## config.mk

```make
export PLATFORM = sky130hd
export DESIGN_NAME = first_fit_capacity_queue_unit_flat
export DESIGN_NICKNAME = d
export VERILOG_FILES = /design/src/sv/ffcq_pkg.sv /design/src/sv/ffcq_if.sv /design/src/sv/ffcq_ctrl.sv /design/src/sv/ffcq_dp.sv /design/src/sv/first_fit_capacity_queue_unit.sv /design/src/flat_wrapper.sv
export SDC_FILE = /design/constraint.sdc
export NUM_CORES = 1
export LEC_CHECK = 0
export BUFFER_PORTS_ARGS = -buffer_cell sky130_fd_sc_hd__buf_2
export CAP_MARGIN = 5
export CELL_PAD_IN_SITES_DETAIL_PLACEMENT = 0
export CELL_PAD_IN_SITES_GLOBAL_PLACEMENT = 2
export CORE_UTILIZATION = 40
export DETAILED_ROUTE_END_ITERATION = 8
export HOLD_SLACK_MARGIN = 0.12
export PLACE_DENSITY_LB_ADDON = 0.1
export SYNTH_ARGS = -nofsm -noshare
export SYNTH_HDL_FRONTEND = slang
export SYNTH_HIERARCHICAL = 1
export SYNTH_SLANG_ARGS = --single-unit
```

## constraint.sdc

```tcl
create_clock -name clk_i -period 17.2 [get_ports clk_i]
set_input_delay 2.58 -clock clk_i [delete_from_list [all_inputs] [get_ports clk_i]]
set_output_delay 2.58 -clock clk_i [all_outputs]
set_load 0.01 [all_outputs]
```

## src/sv/ffcq_pkg.sv

```systemverilog
`timescale 1ns / 1ps
package ffcq_pkg;

  localparam int DEPTH    = 16;
  localparam int TAG_BITS = 16;

  localparam int CNT_W = $clog2(DEPTH + 1);
  localparam int IDX_W = $clog2(DEPTH);

  // Fixed field widths of the words on the channels.
  localparam int CMD_W  = 2;
  localparam int TAGF_W = 16;
  localparam int SIZE_W = 8;
  localparam int CAP_W  = 10;
  localparam int KIND_W = 3;
  localparam int OCC_W  = 5;

  localparam logic [CMD_W-1:0] CMD_INSERT = 2'd0;
  localparam logic [CMD_W-1:0] CMD_SERVE  = 2'd1;
  localparam logic [CMD_W-1:0] CMD_DUMP   = 2'd2;

  typedef enum logic [KIND_W-1:0] {
    KIND_INSERTED   = 3'd0,
    KIND_FULL       = 3'd1,
    KIND_SERVED     = 3'd2,
    KIND_DONE       = 3'd3,
    KIND_EMPTY      = 3'd4,
    KIND_LISTED     = 3'd5,
    KIND_LIST_EMPTY = 3'd6
  } kind_e;

  typedef enum logic [3:0] {
    OP_NONE,
    OP_LOAD,
    OP_INSERT,
    OP_FULL,
    OP_TAKE,
    OP_SKIP,
    OP_DONE,
    OP_EMPTY,
    OP_LIST,
    OP_LIST_EMPTY
  } dp_op_e;

  typedef struct packed {
    dp_op_e op;
  } dp_cmd_t;

  typedef struct packed {
    logic count_zero;
    logic full;
    logic walk_end;
    logic fits;
    logic list_last;
    logic can_emit;
  } dp_stat_t;

endpackage

```

## src/sv/ffcq_if.sv

```systemverilog
`timescale 1ns / 1ps
interface ffcq_in_if;
  logic                           valid;
  logic                           ready;
  logic [ffcq_pkg::CMD_W-1:0]     cmd;
  logic [ffcq_pkg::TAGF_W-1:0]    entry_tag;
  logic [ffcq_pkg::SIZE_W-1:0]    party_size;
  logic [ffcq_pkg::CAP_W-1:0]     seat_capacity;

  modport source (output valid, cmd, entry_tag, party_size, seat_capacity, input ready);
  modport sink   (input valid, cmd, entry_tag, party_size, seat_capacity, output ready);
endinterface

interface ffcq_out_if;
  logic                           valid;
  logic                           ready;
  logic [ffcq_pkg::KIND_W-1:0]    kind;
  logic [ffcq_pkg::TAGF_W-1:0]    out_tag;
  logic [ffcq_pkg::SIZE_W-1:0]    out_size;
  logic [ffcq_pkg::CAP_W-1:0]     remaining_capacity;
  logic [ffcq_pkg::OCC_W-1:0]     occupancy;
  logic                           last;

  modport source (output valid, kind, out_tag, out_size, remaining_capacity, occupancy, last,
                  input ready);
  modport sink   (input valid, kind, out_tag, out_size, remaining_capacity, occupancy, last,
                  output ready);
endinterface

```

## src/sv/ffcq_ctrl.sv

```systemverilog
`timescale 1ns / 1ps
module ffcq_ctrl (
  input  logic                       clk_i,
  input  logic                       rst_ni,
  input  logic                       in_valid_i,
  input  logic [ffcq_pkg::CMD_W-1:0] in_cmd_i,
  output logic                       in_ready_o,
  input  ffcq_pkg::dp_stat_t         stat_i,
  output ffcq_pkg::dp_cmd_t          cmd_o
);

  typedef enum logic [4:0] {
    S_IDLE    = 5'b00001,
    S_INSERT  = 5'b00010,
    S_SERVE   = 5'b00100,
    S_NOSERVE = 5'b01000,
    S_DUMP    = 5'b10000
  } state_e;

  state_e state_q, state_d;
  logic   accept;

  assign in_ready_o = (state_q == S_IDLE);
  assign accept     = in_valid_i && in_ready_o;

  always_comb begin
    state_d   = state_q;
    cmd_o.op  = ffcq_pkg::OP_NONE;
    case (state_q)
      S_IDLE: begin
        if (accept) begin
          cmd_o.op = ffcq_pkg::OP_LOAD;
          case (in_cmd_i)
            ffcq_pkg::CMD_INSERT: state_d = S_INSERT;
            ffcq_pkg::CMD_SERVE:  state_d = stat_i.count_zero ? S_NOSERVE : S_SERVE;
            ffcq_pkg::CMD_DUMP:   state_d = S_DUMP;
            default:              state_d = S_IDLE;
          endcase
        end
      end
      S_INSERT: begin
        if (stat_i.can_emit) begin
          cmd_o.op = stat_i.full ? ffcq_pkg::OP_FULL : ffcq_pkg::OP_INSERT;
          state_d  = S_IDLE;
        end
      end
      S_NOSERVE: begin
        if (stat_i.can_emit) begin
          cmd_o.op = ffcq_pkg::OP_EMPTY;
          state_d  = S_IDLE;
        end
      end
      S_SERVE: begin
        // A request that does not fit is passed over without producing a word.
        if (stat_i.walk_end) begin
          if (stat_i.can_emit) begin
            cmd_o.op = ffcq_pkg::OP_DONE;
            state_d  = S_IDLE;
          end
        end else if (!stat_i.fits) begin
          cmd_o.op = ffcq_pkg::OP_SKIP;
        end else if (stat_i.can_emit) begin
          cmd_o.op = ffcq_pkg::OP_TAKE;
        end
      end
      S_DUMP: begin
        if (stat_i.can_emit) begin
          if (stat_i.count_zero) begin
            cmd_o.op = ffcq_pkg::OP_LIST_EMPTY;
            state_d  = S_IDLE;
          end else begin
            cmd_o.op = ffcq_pkg::OP_LIST;
            if (stat_i.list_last) begin
              state_d = S_IDLE;
            end
          end
        end
      end
      default: begin
        state_d = S_IDLE;
      end
    endcase
  end

  always_ff @(posedge clk_i or negedge rst_ni) begin
    if (!rst_ni) begin
      state_q <= S_IDLE;
    end else begin
      state_q <= state_d;
    end
  end

endmodule

```

## src/sv/ffcq_dp.sv

```systemverilog
`timescale 1ns / 1ps
module ffcq_dp (
  input  logic                        clk_i,
  input  logic                        rst_ni,
  input  ffcq_pkg::dp_cmd_t           cmd_i,
  output ffcq_pkg::dp_stat_t          stat_o,
  input  logic [ffcq_pkg::TAGF_W-1:0] in_tag_i,
  input  logic [ffcq_pkg::SIZE_W-1:0] in_size_i,
  input  logic [ffcq_pkg::CAP_W-1:0]  in_cap_i,
  input  logic                        out_ready_i,
  output logic                        out_valid_o,
  output logic [ffcq_pkg::KIND_W-1:0] out_kind_o,
  output logic [ffcq_pkg::TAGF_W-1:0] out_tag_o,
  output logic [ffcq_pkg::SIZE_W-1:0] out_size_o,
  output logic [ffcq_pkg::CAP_W-1:0]  out_cap_o,
  output logic [ffcq_pkg::OCC_W-1:0]  out_occ_o,
  output logic                        out_last_o
);

  localparam int DEPTH  = ffcq_pkg::DEPTH;
  localparam int TB     = ffcq_pkg::TAG_BITS;
  localparam int CNT_W  = ffcq_pkg::CNT_W;
  localparam int IDX_W  = ffcq_pkg::IDX_W;
  localparam int TAGF_W = ffcq_pkg::TAGF_W;
  localparam int SIZE_W = ffcq_pkg::SIZE_W;
  localparam int CAP_W  = ffcq_pkg::CAP_W;
  localparam int OCC_W  = ffcq_pkg::OCC_W;

  // Queue entries, head at slot zero.
  logic [TB-1:0]     tag_mem_q  [DEPTH];
  logic [SIZE_W-1:0] size_mem_q [DEPTH];

  logic [CNT_W-1:0]  count_q, count_d;
  logic [CNT_W-1:0]  idx_q, idx_d;
  logic              out_valid_q, out_valid_d;

  logic [TB-1:0]     new_tag_q;
  logic [SIZE_W-1:0] new_size_q;
  logic [CAP_W-1:0]  cap_q;

  logic [ffcq_pkg::KIND_W-1:0] kind_q;
  logic [TAGF_W-1:0]           otag_q;
  logic [SIZE_W-1:0]           osize_q;
  logic [CAP_W-1:0]            ocap_q;
  logic [OCC_W-1:0]            occ_q;
  logic                        last_q;

  logic [TB-1:0]       rd_tag;
  logic [SIZE_W-1:0]   rd_size;
  logic [CAP_W-1:0]    cap_left;
  logic [TB+TAGF_W-1:0]   in_tag_ext;
  logic [TAGF_W+TB-1:0]   rd_tag_ext;
  logic [TAGF_W+TB-1:0]   new_tag_ext;
  logic [OCC_W+CNT_W-1:0] occ_now_ext;
  logic [OCC_W+CNT_W-1:0] occ_inc_ext;
  logic [OCC_W+CNT_W-1:0] occ_dec_ext;
  logic                   emit;
  logic                   can_emit;

  assign rd_tag  = tag_mem_q[idx_q[IDX_W-1:0]];
  assign rd_size = size_mem_q[idx_q[IDX_W-1:0]];

  assign cap_left    = cap_q - {{(CAP_W-SIZE_W){1'b0}}, rd_size};
  assign in_tag_ext  = {{TB{1'b0}}, in_tag_i};
  assign rd_tag_ext  = {{TAGF_W{1'b0}}, rd_tag};
  assign new_tag_ext = {{TAGF_W{1'b0}}, new_tag_q};
  assign occ_now_ext = {{OCC_W{1'b0}}, count_q};
  assign occ_inc_ext = {{OCC_W{1'b0}}, count_q + CNT_W'(1)};
  assign occ_dec_ext = {{OCC_W{1'b0}}, count_q - CNT_W'(1)};

  assign can_emit = !out_valid_q || out_ready_i;

  assign stat_o.count_zero = (count_q == '0);
  assign stat_o.full       = (count_q >= CNT_W'(DEPTH));
  assign stat_o.walk_end   = (idx_q >= count_q) || (cap_q == '0);
  assign stat_o.fits       = ({{(CAP_W-SIZE_W){1'b0}}, rd_size} <= cap_q);
  assign stat_o.list_last  = ((idx_q + CNT_W'(1)) == count_q);
  assign stat_o.can_emit   = can_emit;

  always_comb begin
    emit = 1'b0;
    case (cmd_i.op)
      ffcq_pkg::OP_INSERT, ffcq_pkg::OP_FULL, ffcq_pkg::OP_TAKE, ffcq_pkg::OP_DONE,
      ffcq_pkg::OP_EMPTY, ffcq_pkg::OP_LIST, ffcq_pkg::OP_LIST_EMPTY: emit = 1'b1;
      default: emit = 1'b0;
    endcase
  end

  always_comb begin
    count_d     = count_q;
    idx_d       = idx_q;
    out_valid_d = out_valid_q;
    if (out_valid_q && out_ready_i) begin
      out_valid_d = 1'b0;
    end
    if (emit) begin
      out_valid_d = 1'b1;
    end
    case (cmd_i.op)
      ffcq_pkg::OP_LOAD:   idx_d   = '0;
      ffcq_pkg::OP_INSERT: count_d = count_q + CNT_W'(1);
      ffcq_pkg::OP_TAKE:   count_d = count_q - CNT_W'(1);
      ffcq_pkg::OP_SKIP:   idx_d   = idx_q + CNT_W'(1);
      ffcq_pkg::OP_LIST:   idx_d   = idx_q + CNT_W'(1);
      default: begin
      end
    endcase
  end

  always_ff @(posedge clk_i or negedge rst_ni) begin
    if (!rst_ni) begin
      count_q     <= '0;
      idx_q       <= '0;
      out_valid_q <= 1'b0;
    end else begin
      count_q     <= count_d;
      idx_q       <= idx_d;
      out_valid_q <= out_valid_d;
    end
  end

  // Entry storage: appends at the tail, and a removal pulls every later entry
  // up one slot in the same cycle.
  always_ff @(posedge clk_i) begin
    if (cmd_i.op == ffcq_pkg::OP_INSERT) begin
      tag_mem_q[count_q[IDX_W-1:0]]  <= new_tag_q;
      size_mem_q[count_q[IDX_W-1:0]] <= new_size_q;
    end else if (cmd_i.op == ffcq_pkg::OP_TAKE) begin
      for (int j = 0; j < DEPTH - 1; j++) begin
        if (CNT_W'(j) >= idx_q) begin
          tag_mem_q[j]  <= tag_mem_q[j+1];
          size_mem_q[j] <= size_mem_q[j+1];
        end
      end
    end
  end

  always_ff @(posedge clk_i) begin
    if (cmd_i.op == ffcq_pkg::OP_LOAD) begin
      new_tag_q  <= in_tag_ext[TB-1:0];
      new_size_q <= in_size_i;
      cap_q      <= in_cap_i;
    end else if (cmd_i.op == ffcq_pkg::OP_TAKE) begin
      cap_q <= cap_left;
    end
  end

  always_ff @(posedge clk_i) begin
    if (emit) begin
      otag_q  <= '0;
      osize_q <= '0;
      ocap_q  <= '0;
      occ_q   <= occ_now_ext[OCC_W-1:0];
      last_q  <= 1'b1;
      case (cmd_i.op)
        ffcq_pkg::OP_INSERT: begin
          kind_q  <= ffcq_pkg::KIND_INSERTED;
          otag_q  <= new_tag_ext[TAGF_W-1:0];
          osize_q <= new_size_q;
          occ_q   <= occ_inc_ext[OCC_W-1:0];
        end
        ffcq_pkg::OP_FULL: begin
          kind_q <= ffcq_pkg::KIND_FULL;
        end
        ffcq_pkg::OP_TAKE: begin
          kind_q  <= ffcq_pkg::KIND_SERVED;
          otag_q  <= rd_tag_ext[TAGF_W-1:0];
          osize_q <= rd_size;
          ocap_q  <= cap_left;
          occ_q   <= occ_dec_ext[OCC_W-1:0];
          last_q  <= 1'b0;
        end
        ffcq_pkg::OP_DONE: begin
          kind_q <= ffcq_pkg::KIND_DONE;
          ocap_q <= cap_q;
        end
        ffcq_pkg::OP_LIST: begin
          kind_q  <= ffcq_pkg::KIND_LISTED;
          otag_q  <= rd_tag_ext[TAGF_W-1:0];
          osize_q <= rd_size;
          last_q  <= stat_o.list_last;
        end
        ffcq_pkg::OP_LIST_EMPTY: begin
          kind_q <= ffcq_pkg::KIND_LIST_EMPTY;
          occ_q  <= '0;
        end
        default: begin
          kind_q <= ffcq_pkg::KIND_EMPTY;
          occ_q  <= '0;
        end
      endcase
    end
  end

  assign out_valid_o = out_valid_q;
  assign out_kind_o  = kind_q;
  assign out_tag_o   = otag_q;
  assign out_size_o  = osize_q;
  assign out_cap_o   = ocap_q;
  assign out_occ_o   = occ_q;
  assign out_last_o  = last_q;

endmodule

```

## src/sv/first_fit_capacity_queue_unit.sv

```systemverilog
`timescale 1ns / 1ps
// Channel  Direction  Word
// in_i     sink       cmd, entry_tag, party_size, seat_capacity
// out_o    source     kind, out_tag, out_size, remaining_capacity, occupancy, last
//
// One command is worked at a time; in_i is ready only while no command is open.
// Insert and the empty cases load the command and then emit one word; a dump emits one
// word per entry. A serve walks the entry store and ends with a done word; the walk
// reads one slot per cycle while out_o is not stalled.
// Every result word waits in the output register while out_o is stalled.
// Reset (rst_ni, asynchronous) empties the queue; entry contents are not cleared.
module first_fit_capacity_queue_unit (
  input  logic        clk_i,
  input  logic        rst_ni,
  ffcq_in_if.sink     in_i,
  ffcq_out_if.source  out_o
);

  ffcq_pkg::dp_cmd_t  dp_cmd;
  ffcq_pkg::dp_stat_t dp_stat;
  logic               in_ready;

  ffcq_ctrl u_ffcq_ctrl (
    .clk_i      (clk_i),
    .rst_ni     (rst_ni),
    .in_valid_i (in_i.valid),
    .in_cmd_i   (in_i.cmd),
    .in_ready_o (in_ready),
    .stat_i     (dp_stat),
    .cmd_o      (dp_cmd)
  );

  ffcq_dp u_ffcq_dp (
    .clk_i       (clk_i),
    .rst_ni      (rst_ni),
    .cmd_i       (dp_cmd),
    .stat_o      (dp_stat),
    .in_tag_i    (in_i.entry_tag),
    .in_size_i   (in_i.party_size),
    .in_cap_i    (in_i.seat_capacity),
    .out_ready_i (out_o.ready),
    .out_valid_o (out_o.valid),
    .out_kind_o  (out_o.kind),
    .out_tag_o   (out_o.out_tag),
    .out_size_o  (out_o.out_size),
    .out_cap_o   (out_o.remaining_capacity),
    .out_occ_o   (out_o.occupancy),
    .out_last_o  (out_o.last)
  );

  assign in_i.ready = in_ready;

endmodule

```

## src/flat_wrapper.sv

```systemverilog
// flat-port wrapper written by rule: the top's interface ports become plain ports
module first_fit_capacity_queue_unit_flat 
  (clk_i, rst_ni, in_i_valid, in_i_cmd, in_i_entry_tag, in_i_party_size, in_i_seat_capacity, in_i_ready, out_o_valid, out_o_kind, out_o_out_tag, out_o_out_size, out_o_remaining_capacity, out_o_occupancy, out_o_last, out_o_ready);
  ffcq_in_if in_i_i ();
  ffcq_out_if out_o_i ();
  input  logic clk_i;
  input  logic rst_ni;
  input wire logic [$bits(in_i_i.valid)-1:0] in_i_valid;
  input wire logic [$bits(in_i_i.cmd)-1:0] in_i_cmd;
  input wire logic [$bits(in_i_i.entry_tag)-1:0] in_i_entry_tag;
  input wire logic [$bits(in_i_i.party_size)-1:0] in_i_party_size;
  input wire logic [$bits(in_i_i.seat_capacity)-1:0] in_i_seat_capacity;
  output wire logic [$bits(in_i_i.ready)-1:0] in_i_ready;
  output wire logic [$bits(out_o_i.valid)-1:0] out_o_valid;
  output wire logic [$bits(out_o_i.kind)-1:0] out_o_kind;
  output wire logic [$bits(out_o_i.out_tag)-1:0] out_o_out_tag;
  output wire logic [$bits(out_o_i.out_size)-1:0] out_o_out_size;
  output wire logic [$bits(out_o_i.remaining_capacity)-1:0] out_o_remaining_capacity;
  output wire logic [$bits(out_o_i.occupancy)-1:0] out_o_occupancy;
  output wire logic [$bits(out_o_i.last)-1:0] out_o_last;
  input wire logic [$bits(out_o_i.ready)-1:0] out_o_ready;
  assign in_i_i.valid = in_i_valid;
  assign in_i_i.cmd = in_i_cmd;
  assign in_i_i.entry_tag = in_i_entry_tag;
  assign in_i_i.party_size = in_i_party_size;
  assign in_i_i.seat_capacity = in_i_seat_capacity;
  assign in_i_ready = in_i_i.ready;
  assign out_o_valid = out_o_i.valid;
  assign out_o_kind = out_o_i.kind;
  assign out_o_out_tag = out_o_i.out_tag;
  assign out_o_out_size = out_o_i.out_size;
  assign out_o_remaining_capacity = out_o_i.remaining_capacity;
  assign out_o_occupancy = out_o_i.occupancy;
  assign out_o_last = out_o_i.last;
  assign out_o_i.ready = out_o_ready;
  first_fit_capacity_queue_unit u_core (.clk_i(clk_i), .rst_ni(rst_ni), .in_i(in_i_i), .out_o(out_o_i));
endmodule
```

# Word level (Yosys, flattened, before mapping)

Memories as Yosys holds them, arrays and structs flattened.
Index checks and enable logic that the tools add are counted.

Output and inout bits: 45
RAM bits: 384
ROM bits: 0
Latch bits: 0
Bits of input ports: 40
Logic and storage cells: 179
Memories: 2
Bits in registers: 93

Div/mod/pow operators: 0
Order comparisons: 18
Equal/unequal tests: 21
$mul: 0
Multiplexer cells: 101
Add/subtract/negate cells: 4
Bitwise gates (word level): 0
Shift operators: 0
Reductions and logical operators: 20

Memory list:

| memory                      | words | width | read ports | clocked after memory_dff | write ports | RTL line      | RTL |
|---|---|---|---|---|---|---|---|
| u_core.u_ffcq_dp.tag_mem_q  | 16    | 16    | 16         | 0                        | 15          | ffcq_dp.sv:30 | `logic [TB-1:0] tag_mem_q [DEPTH];` |
| u_core.u_ffcq_dp.size_mem_q | 16    | 8     | 16         | 0                        | 15          | ffcq_dp.sv:31 | `logic [SIZE_W-1:0] size_mem_q [DEPTH];` |

Operators with widths:

| operator              | number |
|---|---|
| $mux W1               | 70 |
| $ge A4 B5 Y1 const A  | 7 |
| $pmux W16 S2          | 1 |
| $mux W5               | 6 |
| $pmux W5 S3           | 2 |
| $ge A3 B5 Y1 const A  | 4 |
| $mux W10              | 2 |
| $mux W4               | 5 |
| $pmux W10 S2          | 1 |
| $pmux W4 S5           | 1 |
| $pmux W5 S2           | 2 |
| $pmux W5 S4           | 1 |
| $pmux W3 S6           | 1 |
| $eq A4 B3 Y1 const B  | 4 |
| $mux W16              | 1 |
| $pmux W8 S2           | 1 |
| $reduce_or A16 Y1     | 1 |
| $mux W3               | 4 |
| $add A5 B1 Y5 const B | 2 |
| $ge A1 B5 Y1 const A  | 2 |
| $ge A2 B5 Y1 const A  | 2 |
| $le A8 B10 Y1         | 1 |
| $logic_not A10 Y1     | 1 |
| $sub A10 B8 Y10       | 1 |
| other kinds (31)      | 41 |

# Depth between registers and ports, before layout

Gate-level depths: netlist (run 1).

Word-level depth: 12
Gate-level depth with buffers: 26
Mapped depth without buffers: 22

# By module

Netlist (run 1), hierarchy kept.

Modules (own cells, without submodules):

| module    | seq. area each (um^2) | instances | area an instance (um^2) | cells an instance |
|---|---|---|---|---|
| ffcq_dp   | 14118.5               | 1         | 23711.5                 | 1615 |
| ffcq_ctrl | 126.4                 | 1         | 540.5                   | 60 |

# Worst setup path after synthesis (run 1)

Ideal clock, no wire load.

Path kind: reg-to-reg
Start point: register u_core.u_ffcq_dp.idx_q[2]
End point: register u_core.u_ffcq_dp.ocap_q[0] (netlist: u_core/u_ffcq_dp/out_cap_o[0]) (enable)
Arrival: 7.416 ns
Period minus slack after synthesis: 7.921 ns
Cell stages (with the launch flop): 23
Slack: 9.279 ns
Setup time: 0.504 ns
Cell sequence: dfrtp_1 -> buf_1 -> clkbuf_1 -> buf_1 -> mux4_2 -> nand2_1 -> nand2_1 -> nor2_1 -> a21oi_1 -> ha_1 -> inv_1 -> fa_1 -> a211oi_1 -> nor3_1 -> nor3_1 -> o311ai_0 -> nor3_1 -> a21oi_1 -> nor2b_1 -> clkbuf_1 -> nor2b_1 -> nor2_1 -> o21ai_0

RTL lines:

| item                     | RTL line       | RTL |
|---|---|---|
| start: declaration       | ffcq_dp.sv:34  | `logic [CNT_W-1:0] idx_q, idx_d;` |
| start signal: assignment | ffcq_dp.sv:117 | `idx_q <= idx_d;` |
| end signal: assignment   | ffcq_dp.sv:169 | `ocap_q <= cap_left;` |
| end signal: assignment   | ffcq_dp.sv:175 | `ocap_q <= cap_q;` |
| end: declaration         | ffcq_dp.sv:44  | `logic [CAP_W-1:0] ocap_q;` |

==> out/results.txt, run 1 <==
The run finished with clean final reports. Synthesis produced a netlist whose cell count is 1,675. The die covers 61,600 sq um.

The commonest cells after synthesis are 461 x sky130_fd_sc_hd__edfxtp_1, 340 x sky130_fd_sc_hd__mux2_2, 165 x sky130_fd_sc_hd__nand2_1. Summed over all nets, the switching power comes to 1730 uW. Setup repair after global routing left no endpoint under its margin. In this run the tool buffered the top-level ports with 84 buffer cells. The most prevalent standard cell on the critical path was sky130_fd_sc_hd__nor3_1.

The fraction of layout instances using a drive strength above 1 came out at 0.377. Wire length reported by the detailed router: 74,300 microns. From synthesis to final layout, the design area changed by 13.0%. At the pin with the least slew margin, the transition time is 1.23 ns. The data arrival time of the worst path came out at 8.91 ns. The H-tree was split into 2 levels. The tools report the global routing usage summed across all routing layers as 0.244. The die is 248 microns wide. After clock tree synthesis, the clock-pin slew on the worst setup and hold paths is 0.06 ns.

The pre-antenna-repair detailed-routing pass consisted of 5 iterations. Of all cell types, the one taking the most synthesized area is sky130_fd_sc_hd__edfxtp_1. Across the routed clock network, the largest skew measured is 0.0244 ns. I/O pin total: 85. Buffers inserted during clock tree synthesis total 55.

The final total power was 4930 uW. Worst-path cell with the longest stage delay: sky130_fd_sc_hd__dfrtp_4. No sink is reached through more buffers than the 3 on the longest clock path. The most common flop cell mapped by yosys was sky130_fd_sc_hd__edfxtp_1.

Entering global routing, the biggest net connects 45 pins. The run gives 8.53 ns as the register-to-register setup slack. The proportion of power drawn by flip-flops and latches was 0.403; the final-report max-slew violation count was 0. Startpoint type of the worst setup path: a flip-flop. The tools report the maximum frequency from static timing analysis as 0.115 GHz. The final clock period utilization by the worst path was 0.504. The root buffer cell chosen for the clock tree is sky130_fd_sc_hd__clkbuf_16.

Number of hold buffers added after cts: 0. Walking the worst path, the cells encountered are buf_4, mux4_2, nand2_1, nand2_1, o21ai_0, ha_1, o21ai_0, nor3_1, nor3_1, o311ai_0, nor3_1, a21oi_1, nor2b_1, or4b_4, or3_4, nor2_8, o21ai_4, buf_4, o21ai_4. The run gives 0 as the number of endpoints failing setup at the final stage. The detail route stage leaves a number of antenna-violating nets equal to 0.

The max-capacitance violation count was 0. The logs give 0.408 for the effective utilization at floorplan and 24,300 sq um for the post-synthesis cell area. VDD sags by at most 0.0000854 V.

Path type of the worst setup path: flip-flop to flip-flop. The switching portion of total power works out to 0.352. Counting I/O delays and the setup requirement, the final critical path takes 8.67 ns. The total nets after synthesis was 1,736; the worst-path maximum fanout was 34. The worst hold path passes through 2 cells. The finished layout holds 2,552 standard cells, fillers aside. The kind of path behind the tightest hold check is flip-flop to flip-flop. Buffers added to address setup during post-CTS repair amount to 0. The source of the worst hold timing path is u_core/u_ffcq_dp/size_mem_q[8][6]$_DFFE_PP_.

The later pin in the worst-skew pair is clocked with a latency of 0.63 ns. The post-synthesis async set-or-reset flop share is 0.0335, and the first-pass GRT wire length is 108,000 microns. The number of global-route vias before repair is 15,300. Counting every sink on the clock net gives 477.

After the first detailed-routing iteration, the DRC count stood at 1,221. For the core outline area, the log shows 59,500 sq um. By area the synthesized netlist is led by sky130_fd_sc_hd__edfxtp_1 57%, sky130_fd_sc_hd__mux2_2 16%, sky130_fd_sc_hd__mux4_2 4.5%, sky130_fd_sc_hd__nand2_1 2.6%, sky130_fd_sc_hd__mux2i_1 1.7%. The static leakage power is 0.00923 uW, and the highest cell delay on the worst timing path is 0.81 ns. For the remaining max-slew budget at the tightest pin, the log shows 0.181. The internal portion of the total power is 3190 uW. The reg-to-reg critical path startpoint was u_core/u_ffcq_dp/idx_q[1]$_DFFE_PN0P_.

Footprint of the flip-flops and latches: 14,300 sq um. Among all cell types in the netlist, the one instantiated most often is sky130_fd_sc_hd__edfxtp_1. The final routed DRC violation total came out at 0.

The die is 248 microns tall. The final route contains 15,200 vias. The post-synthesis cell type count is 77, and the depth of the worst register-to-register path is 19. After the last flow step, the layout net total stands at 1,797. For the worst setup path, the data required time is 17.44 ns.

The Yosys step of the flow raised 6 warnings. After filler insertion, the fill cell instance count of the layout stands at 5,295. The share of synthesized area occupied by flip-flops and latches came out at 0.587. At the end of routability-driven placement, the weighted congestion stood at 0.793.

After legalization and detailed placement, the total HPWL measured 45,200 microns. The top cell type's share of synthesized area is 0.571. The final count of hold timing violations was 0; the antenna diode count was 0.

The number of enable-type register cells in the synthesized netlist was 461. In this run the power density over the cells is 180 nW/um^2. In the final timing run, aggregate negative setup slack is 0 ns. In the final layout, the multi-input gates occupy 9470 sq um. The number of vias per cell after detailed routing is 5.96. The floorplan has 89 rows.

The tools report the number of instances resized during post-cts repair as 0. The worst setup path is captured at a flip-flop. A synthesized cell averages 14.5 sq um. The run gives 1 as the number of antenna violations at the first check in global routing.

The most critical setup path has its startpoint at u_core/u_ffcq_dp/idx_q[1]$_DFFE_PN0P_. The logs give 0 for the leftover overflow at the end of global routing and 0.351 for the proportion of power drawn by combinational gates. Dividing the detail-routed wire length by the instance count gives 29.1 microns. The post-synthesis sequential element count works out to 477. TritonCTS built the clock tree. The logs give 0.245 for the share of power burned in the clock network and 2,452 for the cell count after placement.
## power groups by stage
stage | combinational (uW) | sequential, uW | clock, uW
after global placement | 1710 | 2010 | 0
after floorplan | 1250 | 1880 | 0
after global routing | 1870 | 2020 | 1280
after CTS | 1740 | 1990 | 1240
final | 1730 | 1990 | 1210
after detailed placement | 1730 | 2010 | 0
## routing by layer
metal / part of all wire / global-route usage / vias up / routed length, microns
li1: - / - / 6666 / -
met1: 0.45 / 0.343 / 7950 / 33200
met2: 0.47 / 0.396 / 500 / 35200
met3: 0.060 / 0.0359 / 99 / 4450
met4: 0.021 / 0.0647 / 0 / 1530
met5: 0 / 0 / - / 0
## registers in the layout, summed over array words and instances, names as in the netlist
name	flops
u_core/u_ffcq_dp/size_mem_q	128
u_core/u_ffcq_ctrl/state_q	5
u_core/u_ffcq_dp/out_kind_o	3
u_core/u_ffcq_dp/count_q	5
u_core/u_ffcq_dp/out_tag_o	16
u_core/u_ffcq_dp/out_size_o	8
u_core/u_ffcq_dp/cap_q	10
u_core/u_ffcq_dp/out_last_o	1
u_core/u_ffcq_dp/new_size_q	8
u_core/u_ffcq_dp/out_occ_o	5
u_core/u_ffcq_dp/out_valid_o	1
u_core/u_ffcq_dp/out_cap_o	10
u_core/u_ffcq_dp/new_tag_q	16
u_core/u_ffcq_dp/idx_q	5
u_core/u_ffcq_dp/tag_mem_q	256
## cells by family after synthesis
kind of cell,Yosys count,share of synthesized area
mux,460,0.237
simple gates,302,0.0582
fa+ha+maj,21,0.0111
flops,477,0.587
xor+xnor,19,0.00686
compound gates,247,0.0709
buf+inv,149,0.0284
## final timing paths
path,end
worst max-delay path,u_core/u_ffcq_dp/tag_mem_q[0][5]$_DFFE_PP_
worst min-delay path,u_core/u_ffcq_dp/size_mem_q[7][6]$_DFFE_PP_
worst max register to register,u_core/u_ffcq_dp/tag_mem_q[0][5]$_DFFE_PP_
worst min register to register,u_core/u_ffcq_dp/size_mem_q[7][6]$_DFFE_PP_
max in group asynchronous,u_core/u_ffcq_dp/idx_q[2]$_DFFE_PN0P_
min in group asynchronous,u_core/u_ffcq_dp/count_q[3]$_DFFE_PN0P_
## cells in the final DEF, fill, tap and decap left out, types with 7 or more instances in the layout
| master | n |
|---|---|
| sky130_fd_sc_hd__a21o_1 | 16 |
| sky130_fd_sc_hd__a21oi_1 | 50 |
| sky130_fd_sc_hd__a221o_1 | 30 |
| sky130_fd_sc_hd__a22oi_1 | 7 |
| sky130_fd_sc_hd__and2_1 | 7 |
| sky130_fd_sc_hd__buf_2 | 84 |
| sky130_fd_sc_hd__buf_4 | 51 |
| sky130_fd_sc_hd__bufinv_16 | 9 |
| sky130_fd_sc_hd__clkbuf_1 | 7 |
| sky130_fd_sc_hd__clkbuf_16 | 55 |
| sky130_fd_sc_hd__clkinv_1 | 12 |
| sky130_fd_sc_hd__clkinv_2 | 10 |
| sky130_fd_sc_hd__dfrtp_1 | 12 |
| sky130_fd_sc_hd__edfxtp_1 | 461 |
| sky130_fd_sc_hd__ha_1 | 20 |
| sky130_fd_sc_hd__inv_1 | 16 |
| sky130_fd_sc_hd__mux2_1 | 8 |
| sky130_fd_sc_hd__mux2_2 | 340 |
| sky130_fd_sc_hd__mux2_4 | 22 |
| sky130_fd_sc_hd__mux2i_1 | 42 |
| sky130_fd_sc_hd__mux4_2 | 48 |
| sky130_fd_sc_hd__nand2_1 | 165 |
| sky130_fd_sc_hd__nand2b_1 | 10 |
| sky130_fd_sc_hd__nand3_1 | 12 |
| sky130_fd_sc_hd__nor2_1 | 35 |
| sky130_fd_sc_hd__nor3_1 | 29 |
| sky130_fd_sc_hd__o21ai_0 | 63 |
| sky130_fd_sc_hd__o221ai_1 | 16 |
| sky130_fd_sc_hd__o22ai_1 | 18 |
| sky130_fd_sc_hd__xnor2_1 | 10 |
| sky130_fd_sc_hd__xor2_1 | 9 |
## through the flow
step	instance area (sq um)	hold WS [ns]	utilization	setup slack (ns)
floorplan	24300	0.504	-	9.28
global placement	25600	0.525	0.430	8.80
detailed placement	25600	0.522	0.430	8.51
CTS	27400	0.540	0.461	8.53
global route	27400	0.567	0.461	7.96
finish	27400	0.543	0.461	8.53
## worst max-delay path: cells and delay by family, from the launching register on
kind                     cells  cell delay [ns]
AND/OR/NAND/NOR              9             3.50
AO/OA/AOI/OAI                6             1.97
buffers and inverters        2             0.93
multiplexers                 1             0.58
adder cells (fa/ha/maj)      1             0.41
flip-flops                   1             0.81
## area by class of cell
class,instances,area share
Clock buffer,62,0.0512
Clock inverter,38,0.0159
Inverter,18,0.00247
Multi-Input combinational cell,1049,0.346
Sequential cell,477,0.520
Tap cell,773,0.0353
Timing Repair Buffer,135,0.0293
Note: power is estimated with default switching activity, not from simulation.
==> inputs of run 2 (changes only) <==
==> constraint.sdc (replaced) <==
create_clock -name clk_i -period 8.72 [get_ports clk_i]
set_input_delay 1.308 -clock clk_i [delete_from_list [all_inputs] [get_ports clk_i]]
set_output_delay 1.308 -clock clk_i [all_outputs]
set_load 0.01 [all_outputs]
==> out/results.txt, run 2 (synthesis gave the netlist of run 1 again) <==
The run finished with clean final reports. The run gives 89 (unchanged) as the count of standard-cell rows. The run gives 0 (unchanged) as the max-capacitance violation count. Highest cell delay on the worst timing path: 0.87 ns (was 0.81 ns).

The startpoint type of the worst setup path was a flip-flop (unchanged). The die width was 248 microns (unchanged). The number of buffer and inverter stages on the critical path is 1 (was 2). The path type of the worst setup path is flip-flop to flip-flop (unchanged). The logs give 0.250 (was 0.181) for the remaining max-slew budget at the tightest pin and 0 (unchanged) for the post-CTS repair timing setup buffer count.

The clock insertion delay at the later pin of the skew report was 0.60 ns (was 0.63 ns); the I/O pin total was 85 (unchanged). TritonCTS built the clock tree. The tools report the overall die area as 61,600 sq um (unchanged). The hold-critical path endpoint is u_core/u_ffcq_dp/tag_mem_q[7][14]$_DFFE_PP_ (was u_core/u_ffcq_dp/size_mem_q[7][6]$_DFFE_PP_).

Number of endpoints failing setup at the final stage: 0 (unchanged). The clock period minus final worst setup slack works out to 7.58 ns (was 8.67 ns). The tools report the source of the worst hold timing path as u_core/u_ffcq_dp/tag_mem_q[8][14]$_DFFE_PP_ (was u_core/u_ffcq_dp/size_mem_q[8][6]$_DFFE_PP_). The register ranked first by flip-flop count was u_core/u_ffcq_dp/tag_mem_q (unchanged). Fraction of layout instances using a drive strength above 1: 0.371 (was 0.377). The clock tree buffer depth came out at 3 (unchanged). The tools report the critical path launch point as u_core/u_ffcq_dp/idx_q[1]$_DFFE_PN0P_ (unchanged). Kind of cell adding the most delay to the critical path: simple AND/OR/NAND/NOR gates (unchanged). Setup repair after global routing left no endpoint under its margin. The final worst-path setup slack was 1.14 ns (was 8.53 ns).

The number of global-route vias before repair was 15,300 (about the same). The run gives 0.00915 uW (was 0.00923 uW) as the static leakage power. The setup TNS came out at 0 ns (unchanged). For the number of clock sinks seen by CTS, the log shows 477 (unchanged).

Worst-path cell with the longest stage delay: sky130_fd_sc_hd__dfrtp_4 (unchanged). The logs give 0 (unchanged) for the number of instances resized during post-cts repair and 2,459 (was 2,452) for the cell count after placement. The hold-critical path depth was 2 (unchanged). The most prevalent standard cell on the critical path is sky130_fd_sc_hd__nor3_1 (unchanged). The run gives 45 (unchanged) as the largest net degree at the start of global routing. The run gives 0.249 (was 0.244) as the global routing usage summed across all routing layers.

Registers with the most flip-flops: u_core/u_ffcq_dp/tag_mem_q (256), u_core/u_ffcq_dp/size_mem_q (128) (unchanged). The leftover overflow at the end of global routing is 0 (unchanged). Chain of cells forming the critical path: mux4_2, nand2_1, nand2_1, o21ai_0, ha_1, nand3_1, nor3_1, nor3_1, o311ai_0, nor3_1, a21oi_1, nor2b_1, buf_4, or4b_4, or3_4, nor2_8, o21ai_4, o21ai_4 (was buf_4, mux4_2, nand2_1, nand2_1, o21ai_0, ha_1, o21ai_0, nor3_1, nor3_1, o311ai_0, nor3_1, a21oi_1, nor2b_1, or4b_4, or3_4, nor2_8, o21ai_4, buf_4, o21ai_4). The count of input and output buffers came out at 84 (unchanged). The depth of the worst register-to-register path was 18 (was 19).

The tools report the reg-to-reg critical path startpoint as u_core/u_ffcq_dp/idx_q[1]$_DFFE_PN0P_ (unchanged). The effective utilization at floorplan is 0.408 (unchanged). Number of hold buffers added after cts: 0 (unchanged). The number of vias per cell after detailed routing works out to 5.97 (was 5.96).

The run gives 2,557 (was 2,552) as the post-route non-filler standard cell count. For the wire length reported by the detailed router, the log shows 76,000 microns (was 74,300 microns). The kind of end point of the critical path was a flip-flop (unchanged). The antenna diode count is 0 (unchanged). The worst-path maximum fanout came out at 35 (was 34). The tools report the clock root buffer as sky130_fd_sc_hd__clkbuf_16 (unchanged).

The H-tree depth came out at 2 (unchanged). Most common cell after layout, fill and taps aside: sky130_fd_sc_hd__edfxtp_1 (unchanged). The die height was 248 microns (unchanged); the core outline area was 59,500 sq um (unchanged). The utilization of the core after routing was 0.458 (was 0.461). The number of DRC violations after detailed-routing iteration 0 was 1,396 (was 1,221). The data arrival time of the worst path is 7.80 ns (was 8.91 ns). The tools report the worst endpoint required time as 8.93 ns (was 17.44 ns). The final weighted congestion in routability-driven placement was 0.825 (was 0.793). Wire length per cell after detailed routing: 29.7 microns (was 29.1 microns).

The final count of hold timing violations is 0 (unchanged), and the transition time at the pin with the least slew margin is 1.12 ns (was 1.23 ns). The ratio of total power to cell area was 347 nW/um^2 (was 180 nW/um^2). The via count of the routed design came out at 15,300 (was 15,200). Register-to-register setup slack: 1.14 ns (was 8.53 ns). Most frequent cells in the layout: 461 x sky130_fd_sc_hd__edfxtp_1, 340 x sky130_fd_sc_hd__mux2_2, 165 x sky130_fd_sc_hd__nand2_1 (unchanged). The number of antenna violations at the first check in global routing is 2 (was 1), and the worst-case setup slack after placement is 1.19 ns (was 8.51 ns). The net count of the finished layout came out at 1,803 (was 1,797). The total iterations of the first detailed-routing run was 6 (was 5); the worst hold slack across all endpoints was 0.546 ns (was 0.543 ns). The end of the worst register-to-register path was u_core/u_ffcq_dp/size_mem_q[0][5]$_DFFE_PP_ (was u_core/u_ffcq_dp/tag_mem_q[0][5]$_DFFE_PP_).

The number of buffers added by the clock tree synthesis step is 54 (was 55), and the area growth from synthesis to final layout is 12.4% (was 13.0%). The final-report max-slew violation count came out at 0 (unchanged). Kind of path behind the tightest hold check: flip-flop to flip-flop (unchanged). The logs give 46,800 microns (was 45,200 microns) for the HPWL after detailed placement and 0.132 GHz (was 0.115 GHz) for the maximum frequency from static timing analysis. The final clock period utilization by the worst path is 0.870 (was 0.504). The maximum vdd drop came out at 0.000173 V (was 0.0000854 V). The logs give 0 (unchanged) for the number of nets with antenna violations after detailed routing and 109,000 microns (was 108,000 microns) for the first-pass GRT wire length.

The run gives 0.0189 ns (was 0.0244 ns) as the worst clock skew. The number of flip-flops under the largest register name is 256 (unchanged). The final routed DRC violation total came out at 0 (unchanged). Post-CTS clock slew at the launch and capture registers of the worst setup and hold paths: 0.06 ns (about the same).
[run 2: worst max path at each step]
stage / endpoint / slack [ns] / depth (start not counted)
after floorplan: u_core/u_ffcq_dp/out_cap_o[0]$_DFFE_PP_ / 0.80 / 22
after global placement: u_core/u_ffcq_dp/tag_mem_q[0][7]$_DFFE_PP_ / 1.34 / 18
after detailed placement: u_core/u_ffcq_dp/tag_mem_q[0][11]$_DFFE_PP_ / 1.19 / 15
after CTS: u_core/u_ffcq_dp/size_mem_q[0][5]$_DFFE_PP_ / 1.14 / 18
after global routing: u_core/u_ffcq_dp/size_mem_q[0][5]$_DFFE_PP_ / 0.63 / 18
final: u_core/u_ffcq_dp/size_mem_q[0][5]$_DFFE_PP_ / 1.14 / 18
[run 2: report_power, final]
part           internal [uW]  leakage (uW)  switching, uW  total [uW]
registers               3430       0.00438            503        3930
clock network           1160      0.000753            929        2090
logic                   1470       0.00402           1970        3450
[run 2: area by class of cell]
cell class	count	area, sq um
Fill cell	5322	32200
Sequential cell	477	14300
Multi-Input combinational cell	1049	9470
Clock buffer	64	1390
Tap cell	773	967
Timing Repair Buffer	142	918
Clock inverter	34	191
Inverter	18	67.6
[run 2: worst register-to-register path: stages, from the launching register on]
cell and delay [ns]:
sky130_fd_sc_hd__dfrtp_4 0.87, sky130_fd_sc_hd__mux4_2 0.63, sky130_fd_sc_hd__nand2_1 0.08, sky130_fd_sc_hd__nand2_1 0.07, sky130_fd_sc_hd__o21ai_0 0.63, sky130_fd_sc_hd__ha_1 0.44
sky130_fd_sc_hd__nand3_1 0.19, sky130_fd_sc_hd__nor3_1 0.09, sky130_fd_sc_hd__nor3_1 0.34, sky130_fd_sc_hd__o311ai_0 0.30, sky130_fd_sc_hd__nor3_1 0.31, sky130_fd_sc_hd__a21oi_1 0.08
sky130_fd_sc_hd__nor2b_1 0.13, sky130_fd_sc_hd__buf_4 0.19, sky130_fd_sc_hd__or4b_4 0.61, sky130_fd_sc_hd__or3_4 0.65, sky130_fd_sc_hd__nor2_8 0.63, sky130_fd_sc_hd__o21ai_4 0.45
sky130_fd_sc_hd__o21ai_4 0.50
[run 2: stage by stage]
step,instance area [sq um],power [uW]
3_5_place_dp,25700,7420
6_report,27300,9460
2_1_floorplan,24300,6160
5_1_grt,27300,9930
4_1_cts,27300,9540
3_3_place_gp,25700,7370
[run 2: layer usage]
layer / GRT usage / wire (microns) / up-vias
met2: 0.396 / 35400 / 524
met5: 0 / 0 / -
met4: 0.0615 / 1650 / 0
met3: 0.0506 / 5200 / 101
met1: 0.348 / 33700 / 7968
li1: - / - / 6676
